==> src/hdl/utf8d_pkg.sv <==
// Shared types, constants and lead byte classification for the UTF-8 decoder.
package utf8d_pkg;

    localparam int unsigned BYTE_W = 8;
    localparam int unsigned CP_W   = 31;
    localparam int unsigned LEN_W  = 3;
    localparam int unsigned CONT_W = 6;

    localparam logic [BYTE_W-1:0] MASK_LEN2 = 8'h1F;
    localparam logic [BYTE_W-1:0] MASK_LEN3 = 8'h0F;
    localparam logic [BYTE_W-1:0] MASK_LEN4 = 8'h07;
    localparam logic [BYTE_W-1:0] MASK_LEN5 = 8'h03;
    localparam logic [BYTE_W-1:0] MASK_LEN6 = 8'h01;
    localparam logic [BYTE_W-1:0] MASK_ALL  = 8'hFF;

    // Sequence length and payload mask implied by a lead byte.
    typedef struct packed {
        logic [LEN_W-1:0]  len;
        logic [BYTE_W-1:0] mask;
    } lead_class_t;

    // One decoded character leaving the decode core.
    typedef struct packed {
        logic              vld;
        logic [CP_W-1:0]   code_point;
        logic [LEN_W-1:0]  seq_length;
    } result_t;

    function automatic lead_class_t lead_class(input logic [BYTE_W-1:0] b);
        lead_class_t lc;
        lc.len  = 3'd1;
        lc.mask = MASK_ALL;
        if (b inside {[8'hC0:8'hDF]})
        begin
            lc.len  = 3'd2;
            lc.mask = MASK_LEN2;
        end
        else if (b inside {[8'hE0:8'hEF]})
        begin
            lc.len  = 3'd3;
            lc.mask = MASK_LEN3;
        end
        else if (b inside {[8'hF0:8'hF7]})
        begin
            lc.len  = 3'd4;
            lc.mask = MASK_LEN4;
        end
        else if (b inside {[8'hF8:8'hFB]})
        begin
            lc.len  = 3'd5;
            lc.mask = MASK_LEN5;
        end
        else if (b inside {[8'hFC:8'hFD]})
        begin
            lc.len  = 3'd6;
            lc.mask = MASK_LEN6;
        end
        return lc;
    endfunction

endpackage

==> src/hdl/utf8d_core.sv <==
// Decode core: sequence state registers and the per-byte update logic.
module utf8d_core (
    input  logic                          clk,
    input  logic                          rst_n,
    input  logic                          fire,
    input  logic [utf8d_pkg::BYTE_W-1:0]  byte_in,
    input  logic                          start,
    output utf8d_pkg::result_t            res
);
    import utf8d_pkg::*;

    logic [LEN_W-1:0] pending_reg, pending_next;
    logic [CP_W-1:0]  acc_reg, acc_next;
    logic [LEN_W-1:0] cur_len_reg, cur_len_next;

    logic [LEN_W-1:0] pend_eff;
    logic [CP_W-1:0]  acc_eff;
    logic [LEN_W-1:0] len_eff;
    logic [CP_W-1:0]  acc_shift;
    lead_class_t      lc;

    always_comb
    begin
        // A string start drops any unfinished sequence before this byte.
        pend_eff  = start ? '0 : pending_reg;
        acc_eff   = start ? '0 : acc_reg;
        len_eff   = start ? '0 : cur_len_reg;
        lc        = lead_class(byte_in);
        acc_shift = {acc_eff[CP_W-CONT_W-1:0], byte_in[CONT_W-1:0]};

        pending_next   = pending_reg;
        acc_next       = acc_reg;
        cur_len_next   = cur_len_reg;
        res.vld        = 1'b0;
        res.code_point = '0;
        res.seq_length = '0;

        if (fire)
        begin
            if (pend_eff == '0)
            begin
                if (lc.len == 3'd1)
                begin
                    res.vld        = 1'b1;
                    res.code_point = CP_W'(byte_in & lc.mask);
                    res.seq_length = 3'd1;
                    pending_next   = '0;
                    acc_next       = '0;
                    cur_len_next   = '0;
                end
                else
                begin
                    acc_next     = CP_W'(byte_in & lc.mask);
                    cur_len_next = lc.len;
                    pending_next = lc.len - 3'd1;
                end
            end
            else
            begin
                pending_next = pend_eff - 3'd1;
                if (pend_eff == 3'd1)
                begin
                    res.vld        = 1'b1;
                    res.code_point = acc_shift;
                    res.seq_length = len_eff;
                    acc_next       = '0;
                    cur_len_next   = '0;
                end
                else
                begin
                    acc_next     = acc_shift;
                    cur_len_next = len_eff;
                end
            end
        end
    end

    always_ff @(posedge clk or negedge rst_n)
    begin
        if (!rst_n)
        begin
            pending_reg <= '0;
            acc_reg     <= '0;
            cur_len_reg <= '0;
        end
        else
        begin
            pending_reg <= pending_next;
            acc_reg     <= acc_next;
            cur_len_reg <= cur_len_next;
        end
    end

endmodule

==> src/hdl/utf8_to_code_point_decoder_top.sv <==
// Top level of the six-byte UTF-8 to code point decoder.
// This block takes one byte of UTF-8 text per transfer and, when a byte
// completes a character, delivers one transfer with the 31-bit code point and
// the number of bytes it used (1 to 6, the original six-byte form). Bytes that
// cannot start a sequence (stray continuation bytes, 0xFE and 0xFF) come out
// as one-byte characters with the byte value as code point. Continuation bytes
// give their low six bits without any check of their top bits. Raising
// string_start with a byte drops an unfinished sequence silently, and that
// byte is decoded as a lead byte. The block sustains one byte per clock cycle
// while out_stall is low: a byte is captured in an input register, decoded in
// one pass through the decode core (a mask or a six-bit shift), and the result
// of a completed character is registered in an output register. The output
// register and the input register together let a new byte enter while a
// finished result still waits for the downstream side; only a stalled output
// with a byte already waiting in the input register holds in_stall high.
module utf8_to_code_point_decoder_top (
    input  logic                          clk,
    input  logic                          rst_n,
    input  logic                          in_valid,
    output logic                          in_stall,
    input  logic [utf8d_pkg::BYTE_W-1:0]  in_byte,
    input  logic                          string_start,
    output logic                          out_valid,
    input  logic                          out_stall,
    output logic [utf8d_pkg::CP_W-1:0]    code_point,
    output logic [utf8d_pkg::LEN_W-1:0]   seq_length
);
    import utf8d_pkg::*;

    // Input register.
    logic              in_vld_reg, in_vld_next;
    logic [BYTE_W-1:0] in_byte_reg;
    logic              in_start_reg;

    // Output register.
    logic              out_vld_reg, out_vld_next;
    logic [CP_W-1:0]   out_cp_reg;
    logic [LEN_W-1:0]  out_len_reg;

    logic    in_accept;
    logic    advance;
    result_t res;

    // The held byte is decoded when the output register is free or is being
    // emptied in this same cycle.
    assign advance   = in_vld_reg && (!out_vld_reg || !out_stall);
    assign in_stall  = in_vld_reg && !advance;
    assign in_accept = in_valid && !in_stall;

    always_comb
    begin
        in_vld_next = in_vld_reg;
        if (in_accept)
        begin
            in_vld_next = 1'b1;
        end
        else if (advance)
        begin
            in_vld_next = 1'b0;
        end
    end

    always_comb
    begin
        out_vld_next = out_vld_reg;
        if (advance)
        begin
            out_vld_next = res.vld;
        end
        else if (out_vld_reg && !out_stall)
        begin
            out_vld_next = 1'b0;
        end
    end

    utf8d_core u_core (
        .clk     (clk),
        .rst_n   (rst_n),
        .fire    (advance),
        .byte_in (in_byte_reg),
        .start   (in_start_reg),
        .res     (res)
    );

    always_ff @(posedge clk or negedge rst_n)
    begin
        if (!rst_n)
        begin
            in_vld_reg  <= 1'b0;
            out_vld_reg <= 1'b0;
        end
        else
        begin
            in_vld_reg  <= in_vld_next;
            out_vld_reg <= out_vld_next;
        end
    end

    always_ff @(posedge clk)
    begin
        if (in_accept)
        begin
            in_byte_reg  <= in_byte;
            in_start_reg <= string_start;
        end
        if (advance && res.vld)
        begin
            out_cp_reg  <= res.code_point;
            out_len_reg <= res.seq_length;
        end
    end

    assign out_valid  = out_vld_reg;
    assign code_point = out_cp_reg;
    assign seq_length = out_len_reg;

    // A held result that is stalled must never be overwritten by a decode.
    a_no_overwrite : assert property (@(posedge clk) disable iff (!rst_n)
        (out_vld_reg && out_stall) |-> !advance)
        else $error("decode advanced over a stalled result");

    // Every result the core produces has a length from one to six.
    a_len_range : assert property (@(posedge clk) disable iff (!rst_n)
        (advance && res.vld) |-> (res.seq_length != 3'd0 && res.seq_length <= 3'd6))
        else $error("result length out of range");

    // A one-byte character never carries more than eight bits of value.
    a_single_byte : assert property (@(posedge clk) disable iff (!rst_n)
        (advance && res.vld && res.seq_length == 3'd1)
            |-> (res.code_point[CP_W-1:BYTE_W] == '0))
        else $error("one-byte character with wide code point");

    // A byte waiting in the input register is decoded in any cycle in which the output register is empty.
    a_progress : assert property (@(posedge clk) disable iff (!rst_n)
        (in_vld_reg && !out_vld_reg) |-> advance)
        else $error("held byte not decoded while output register is empty");

endmodule
==> config.mk <==
export PLATFORM = sky130hd
export DESIGN_NAME = utf8_to_code_point_decoder_top
export DESIGN_NICKNAME = d
export VERILOG_FILES = /design/src/hdl/utf8d_pkg.sv /design/src/hdl/utf8d_core.sv /design/src/hdl/utf8_to_code_point_decoder_top.sv
export SDC_FILE = /design/constraint.sdc
export NUM_CORES = 1
export LEC_CHECK = 0
export BUFFER_PORTS_ARGS = -buffer_cell sky130_fd_sc_hd__buf_2
export CAP_MARGIN = 40
export CORE_MARGIN = 2
export CORE_UTILIZATION = 46
export DETAILED_ROUTE_END_ITERATION = 8
export HOLD_SLACK_MARGIN = 0.06
export PLACE_DENSITY = 0.72
export SETUP_SLACK_MARGIN = 0.15
export SYNTH_ARGS = -nofsm -noshare
export SYNTH_HDL_FRONTEND = slang
export SYNTH_SLANG_ARGS = --single-unit
==> constraint.sdc <==
create_clock -name clk -period 5.4 [get_ports clk]
set_clock_uncertainty 0.05 [all_clocks]
set_input_delay 0.54 -clock clk [delete_from_list [all_inputs] [get_ports clk]]
set_output_delay 0.54 -clock clk [all_outputs]
set_load 0.005 [all_outputs]
# Yosys cells after proc, flatten, opt, wreduce, memory -nomap -nowiden
# Index checks and enable logic that the tools add are counted.
# op_classes
add_sub_neg	2
mul	0
div_mod_pow	0
magnitude_cmp	10
eq_ne	2
shift	0
muxes	24
bitwise_logic	1
reduce_logical	18
# op_table
op	n
$mux 35	4
$mux 25	3
$mux 11	5
$ge 8x8->1 const B	5
$le 8x8->1 const B	5
$mux 3	7
$logic_and 1x1->1	10
$and 8x8->8	1
$mux 8	1
$eq 3x1->1 const B	2
$sub 3x1->3 const B	2
$logic_not 1->1	4
$mux 1	4
$reduce_bool 2->1	2
$logic_not 3->1	1
$logic_or 1x1->1	1
# word_totals
register_bits	76
latchBits	0
ram_bits	0
mem_bits_ro	0
inputBits	13
output_inout_bits	36
mem_count	0

# Depth between registers and ports, before layout
# Gate-level depths: netlist of run 1.
# logic_depth
word_depth	12
mapped_depth	9
ltp_nobuf	9

# Cells and area by module
# From an unflattened synthesis of run 1, not the netlist that was laid out.
# hier_totals
cells_unflattened	243
area_unflattened_um2	3328.2
# by_module_without_submodules
module	n_inst	cells_per_inst	area_per_inst_um2
utf8d_core	1	189	1938.1
utf8_to_code_point_decoder_top	1	54	1390.1

# Worst setup path before layout of run 1
# OpenSTA, ideal clock, no wires.
# synth_timing
kind	register -> register
start	register in_byte_reg[2]
end	register out_cp_reg[4], in the netlist code_point[4] (data pin)
t_arrival_ns	2.839
slack_ns	2.372
stages_incl_launch_ff	8
path_buffers	0
period_less_slack_ns	3.028
cell_sequence	edfxtp_1 > or2b_1 > a21oi_1 > nor2_1 > ha_1 > o2111ai_1 > a21oi_2 > and3_2
# synth_between
elab_chain_len	10
word_cells_on_any_way	24
cone_classes	order compare (10); eq/ne (1); mux (7); bitwise (1); reduce/logical (5)
# synth_lines
element	line	text
from (decl)	utf8_to_code_point_decoder_top.sv:32	logic [BYTE_W-1:0] in_byte_reg;
from (signal assigned)	utf8_to_code_point_decoder_top.sv:103	in_byte_reg <= in_byte;
$ge 8x8->1 or $le 8x8->1 (tied branches)	utf8d_pkg.sv:53	else if (b inside {[8'hFC:8'hFD]})
$logic_and 1x1->1	utf8d_pkg.sv:53	
$mux 11	utf8d_pkg.sv:53	
$mux 11	utf8d_pkg.sv:48	else if (b inside {[8'hF8:8'hFB]})
$mux 11	utf8d_pkg.sv:43	else if (b inside {[8'hF0:8'hF7]})
$mux 11	utf8d_pkg.sv:38	else if (b inside {[8'hE0:8'hEF]})
$mux 11 *	utf8d_pkg.sv:33	if (b inside {[8'hC0:8'hDF]})
$eq 3x1->1 or $and 8x8->8 (tied branches)	utf8d_core.sv:42, utf8d_core.sv:45	
$mux 35 *	utf8d_core.sv:42	if (lc.len == 3'd1)
$mux 35 *	utf8d_core.sv:40	if (pend_eff == '0)
to (signal assigned)	utf8_to_code_point_decoder_top.sv:108	out_cp_reg <= res.code_point;
to (decl)	utf8_to_code_point_decoder_top.sv:37	logic [CP_W-1:0] out_cp_reg;
# Mark *: on every way between the ends. The rest lies on a longest branch, timed or not.
# A chain may end at the register's enable or synchronous reset.

# Worst setup path after layout of run 1
# layout_timing
start	register in_byte_reg[2]
end	register out_cp_reg[15], in the netlist code_point[15] (enable)
# layout_between
elab_chain_len	12
word_cells_on_any_way	25
cone_classes	order compare (10); eq/ne (1); mux (8); reduce/logical (6)
# layout_lines
element	line	text
$ge 8x8->1 or $le 8x8->1 (tied branches)	utf8d_pkg.sv:53	
$logic_and 1x1->1	utf8d_pkg.sv:53	
$mux 11	utf8d_pkg.sv:53	
$mux 11	utf8d_pkg.sv:48	
$mux 11	utf8d_pkg.sv:43	
$mux 11	utf8d_pkg.sv:38	
$mux 11 *	utf8d_pkg.sv:33	
$eq 3x1->1 *	utf8d_core.sv:42	
$mux 35 *	utf8d_core.sv:42	
$mux 35 *	utf8d_core.sv:40	
$mux 35 *	utf8d_core.sv:38	if (fire)
$logic_and 1x1->1 *	utf8_to_code_point_decoder_top.sv:106	if (advance && res.vld)
# Marked as above.

==> out/qor.csv, run 1 <==
metric,value,unit
status,"finished, final reports clean",
Peak VDD IR,0.218,mV
area of the core,6870,um2
post-cts resize count,0,
Yosys Warn Count,0,
tightest slew margin relative to the limit,47.3,%
first-pass GRT wire length,10.8,mm
synthesized area per cell,11.7,um2
total congestion overflow,0,
layout cell share with drive strength beyond 1,25.4,%
final instance area,3860,um2
final hold vios,0,
setup_tns,0,ps
Tot GR Track Use,18.7,%
number of buffers added on ports,48,
vias per inst,5.40,
Leak Pwr,1.77,nW
max reg flops,31,
"CTS clk-pin slew, worst paths",80,ps
clock latency on the worst-skew pair,350,ps
crit path launch type,flop,
Critical Path Slowest Stage Cell,a21oi_4,
crit-path max cell delay,580,ps
DRC errors left,0,
largest net degree at the start of global routing,46,
most frequent cells in the layout,"nand2_1, buf_2, edfxtp_1",
gpl congestion,0.862,
max-slew violations,0,
Post-DP HPWL,4.57,mm
DP Area,3640,um2
post-synth top area share,39.3,%
combinational family with the most area after synthesis,simple AND/OR/NAND/NOR gates,
met3 routed WL,391,um
DRT antenna net count,0,
kind of critical path,reg2reg,
"Hold-fix buffers, CTS",0,
Worst EP required,5400,ps
"Seq/Total Area, Yosys",64.4,%
Post-synth EDFFs,43,
endpoints failing setup,0,
fmax,351,MHz
Max Used Layer,met4,
Synth Area in Compound Gates,9.89,%
setup slack after placement,2560,ps
root buf cell,clkbuf_8,
Num CTS Buffers,9,
measured slew at the worst slew-check pin,786,ps
CTS tree,done,
Tcrit/Tclk final,52.7,%
syn nets,300,
P per Cell Area,450,nW/um2
via count,2322,
CP Capture Type,flop,
Synth Area in XOR/XNOR,0,%
total power,1.74,mW
die area,7840,um2
fraction of registers with async set/reset,43.4,%
die width,88.5,um
CP Data Arrival Time,2850,ps
clk buf depth,2,
Synth Area in Simple Gates,20.8,%
FF/Latch Area,2120,um2
maxcap violations,0,
Die Y,88.5,um
htree depth,3,
Main synth FF type,edfxtp_1,
crit path cell chain,"or2b_1, a21oi_1, nor2_1, ha_1, o2111ai_1, a21oi_4, buf_16",
fin crit period,2850,ps
antenna violations before repair,0,
CTS sink count,76,
mux cell area share after synthesis,0.342,%
Top Ports,49,
RSZ-0062 raised after global routing,false,
vias in the first global route,2197,
First-pass DRT Iterations,6,
HP Class,in2async,
synth-to-layout area growth,17.5,%
fin worst setup slack,2550,ps
metal1 wirelength,2.89,mm
post-CTS setup buffers,0,
initial DRC count,202,
WL/cell,15.3,um
fill cell total of the finished layout,587,
row cnt,30,
initial core utilization,47.9,%
ranking of synthesized cells by area,"edfxtp_1, dfrtp_1, nand2_1",
Post-Synth Adder-Cell Area,1.90,%
met2 routed WL,3.23,mm
"commonest non-fill, non-tap cell in the layout",nand2_1,
critical path peak fanout,26,
"area leader, netlist",edfxtp_1,
Post-Syn Area,3290,um2
Multi-input gate area,1090,um2
Layout Nets,347,
cells after synthesis,282,
Seq cells post-synth,76,
"Distinct cells, synth",43,
Diodes inserted,0,
"wirelength, routed",6.59,mm
where the power goes:
part | leakage (nW) | switching [mW] | internal, mW
sequential | 0.845 | 0.0762 | 0.762
combinational | 0.818 | 0.259 | 0.159
clock | 0.110 | 0.219 | 0.262
layer usage:
layer / global-route usage [%] / vias to the layer above
met5: 0 / -
met4: 6.89 / 0
met3: 5.04 / 10
met2: 29.3 / 88
met1: 25.3 / 1114
li1: - / 1110
layout make-up:
type / count / area share, %
sequential: 76 / 54.8
multi-input combinational: 184 / 28.2
timing repair buffer: 52 / 7.51
clock buffer: 9 / 3.21
tap: 96 / 3.11
clock inverter: 7 / 2.56
inverter: 6 / 0.583
kinds of logic after synthesis:
family | count (synthesis)
fa+ha+maj | 5
mux | 1
compound gates | 42
flops | 76
simple gates | 136
buf+inv | 22
synth_stat cells, types with 3 or more instances:
master / number
inv_1: 6
buf_1: 3
and3_1: 25
and2_2: 3
dfrtp_1: 33
edfxtp_1: 43
nand3_1: 22
nor2_1: 13
a21oi_1: 9
a32oi_1: 4
nand2_1: 56
nand2b_1: 5
o21ai_0: 9
clkbuf_1: 9
ha_1: 5
stage by stage:
stage          hold slack [ps]  utilization [%]  instances
5_1_grt                    244             56.2        430
3_5_place_dp               399             53.0        414
2_1_floorplan              194                -        282
3_3_place_gp               393             52.6        413
6_report                   202             56.2        430
4_1_cts                    217             56.2        430
critical path, delay by kind of cell, from the launching register on:
kind	cells	cell delay [ps]
compound gates	3	940
fa+ha+maj	1	400
buf+inv	1	250
flops	1	500
simple gates	2	410
final timing paths:
kind	slack, ps	startpoint	depth (start not counted)	end
worst max-delay path	2550	in_byte_reg[2]	7	code_point[15]
worst min-delay path	200	rst_n	1	in_vld_reg
worst max register to register	2550	in_byte_reg[2]	7	code_point[15]
worst min register to register	410	u_core.acc_reg[23]	2	u_core.acc_reg[23]
max in group asynchronous	4620	rst_n	1	u_core.acc_reg[1]
min in group clk	310	in_byte[2]	1	in_byte_reg[2]
No activity file was read; power rests on OpenSTA's default activity.
==> run 2: changes to the inputs <==
Settings changed: ABC_AREA set to 1, PLACE_DENSITY 0.72 to 0.71.
Clock period 5.4 ns to 2.9 ns, I/O delays scaled along.
==> out/qor.csv, run 2 <==
metric,value,unit
"Seq/Total Area, Yosys",63.2,%
P per Cell Area,823,nW/um2
largest net degree at the start of global routing,35,
clk buf depth,2,
kind of critical path,reg2reg,
htree depth,3,
total congestion overflow,0,
synthesized area per cell,10.7,um2
Seq cells post-synth,76,
most common cell in the netlist,edfxtp_1,
Layout Cells excl Fill,477,
layout cell share with drive strength beyond 1,23.3,%
DP Area,3680,um2
via count,2437,
final hold vios,0,
Synth top cells by count,"edfxtp_1, inv_1, nand2_1, dfrtp_1, nand3_1",
DP Cell Count,451,
ranking of synthesized cells by area,"edfxtp_1, dfrtp_1, nand3_1",
first-pass GRT wire length,11.4,mm
Main synth FF type,edfxtp_1,
"wirelength, routed",6.94,mm
maxcap violations,0,
max-slew violations,0,
endpoints failing setup,0,
number of buffers added on ports,48,
GR Util met1,24.4,%
Top Ports,49,
status,"finished, final reports clean",
fmax,424,MHz
critical path peak fanout,34,
"area leader, netlist",edfxtp_1,
initial core utilization,47.0,%
Die Y,89.4,um
most used routing layer,met2,
met2 Track Usage GR,31.4,%
WL/cell,14.5,um
total power,3.28,mW
"Hold-fix buffers, CTS",10,
First-pass DRT Iterations,4,
Post-synth EDFFs,43,
syn nets,330,
CTS sink count,76,
initial DRC count,96,
HP Class,in2reg,
vias in the first global route,2375,
setup slack after placement,574,ps
most frequent cells in the layout,"buf_2, edfxtp_1, inv_1",
clock latency on the worst-skew pair,360,ps
tightest slew margin relative to the limit,51.0,%
gpl congestion,0.901,
Tot GR Track Use,19.4,%
measured slew at the worst slew-check pin,735,ps
Leak Pwr,1.68,nW
fin worst setup slack,540,ps
cells after synthesis,312,
synth-to-layout area growth,18.9,%
post-CTS setup buffers,0,
"Distinct cells, synth",30,
Diodes inserted,0,
root buf cell,clkbuf_8,
die area,7990,um2
RSZ-0062 raised after global routing,false,
DRT antenna net count,0,
die width,89.4,um
CTS tree,done,
crit path launch type,flop,
post-synth top area share,38.5,%
Yosys Warn Count,0,
row cnt,31,
fin crit period,2360,ps
met3 Use GR,5.63,%
Tcrit/Tclk final,81.4,%
fraction of registers with async set/reset,43.4,%
"commonest non-fill, non-tap cell in the layout",buf_2,
setup_tns,0,ps
max reg flops,31,
final instance area,3990,um2
CP Capture Type,flop,
Num CTS Buffers,9,
post-cts resize count,0,
CP Data Arrival Time,2360,ps
Layout Nets,391,
Post-DP HPWL,4.79,mm
Peak VDD IR,0.343,mV
Post-Syn Area,3350,um2
DRC errors left,0,
Worst EP required,2900,ps
antenna violations before repair,0,
"CTS clk-pin slew, worst paths",70,ps
vias per inst,5.11,
area of the core,7140,um2
run 2: cell count changes in the layout (fill, tap and decap cells not counted), moves of 10 or more:
cell,before,now
inv_1,6,40
nor3_1,0,25
nand3_1,22,33
nand2_1,56,36
dlygate4sd3_1,0,10
and3_1,25,0
o21ai_0,9,21
run 2: worst max-delay path: stages (launching register included):
cell and delay (ps):
edfxtp_1 420, nand2_1 160, inv_1 80, o21ai_0 100
nand2_1 110, inv_1 90, ha_1 280, nand2_1 80
inv_1 100, nand2_4 80, nand2_4 70, nand2_1 70
inv_1 120, buf_12 220
run 2: final cells by class:
cell class,instances,area (um2)
clock buffer,10,138
inverter,45,174
timing repair buffer,64,398
sequential,76,2120
tap,99,124
clock inverter,6,63.8
multi-input combinational,177,971
fill,645,3150
run 2: routing by layer:
| layer | wire length (um) | part of all wire (%) | up-vias |
|---|---|---|---|
| met5 | 0 | 0 | - |
| met4 | 123 | 1.8 | 0 |
| met3 | 437 | 6.3 | 13 |
| met2 | 3380 | 49 | 94 |
| met1 | 3000 | 43 | 1144 |
| li1 | - | - | 1186 |
run 2: worst paths after layout:
kind                                            start                    end  slack (ps)  cells past startpoint
worst max-delay path                   in_byte_reg[6]         code_point[28]         540                     13
worst min-delay path                         in_valid             in_vld_reg         170                      3
worst max register to register         in_byte_reg[6]         code_point[28]         540                     13
worst min register to register  u_core.cur_len_reg[2]  u_core.cur_len_reg[2]         440                      2
max in group asynchronous                       rst_n      u_core.acc_reg[0]        1830                      2
min in group asynchronous                       rst_n     u_core.acc_reg[20]         490                      2
run 2: report_power, final:
part	total, mW	internal, mW	switching (mW)
Sequential	1.52	1.41	0.110
Clock	0.810	0.419	0.391
Combinational	0.945	0.308	0.637
Total	3.28	2.14	1.14
run 2: logic make-up after synthesis:
logic type      Yosys count  share of synthesized area (%)
compound gates           47                           8.29
xor+xnor                  1                          0.261
fa+ha+maj                 5                           1.87
buf+inv                  59                           7.88
flops                    76                           63.2
simple gates            124                           18.6
run 2: through the flow:
step           hold WS (ps)  util [%]
5_1_grt                 189      55.8
3_5_place_dp            349      51.6
6_report                169      55.8
3_3_place_gp            353      51.6
4_1_cts                 156      55.8
2_1_floorplan         -55.6         -
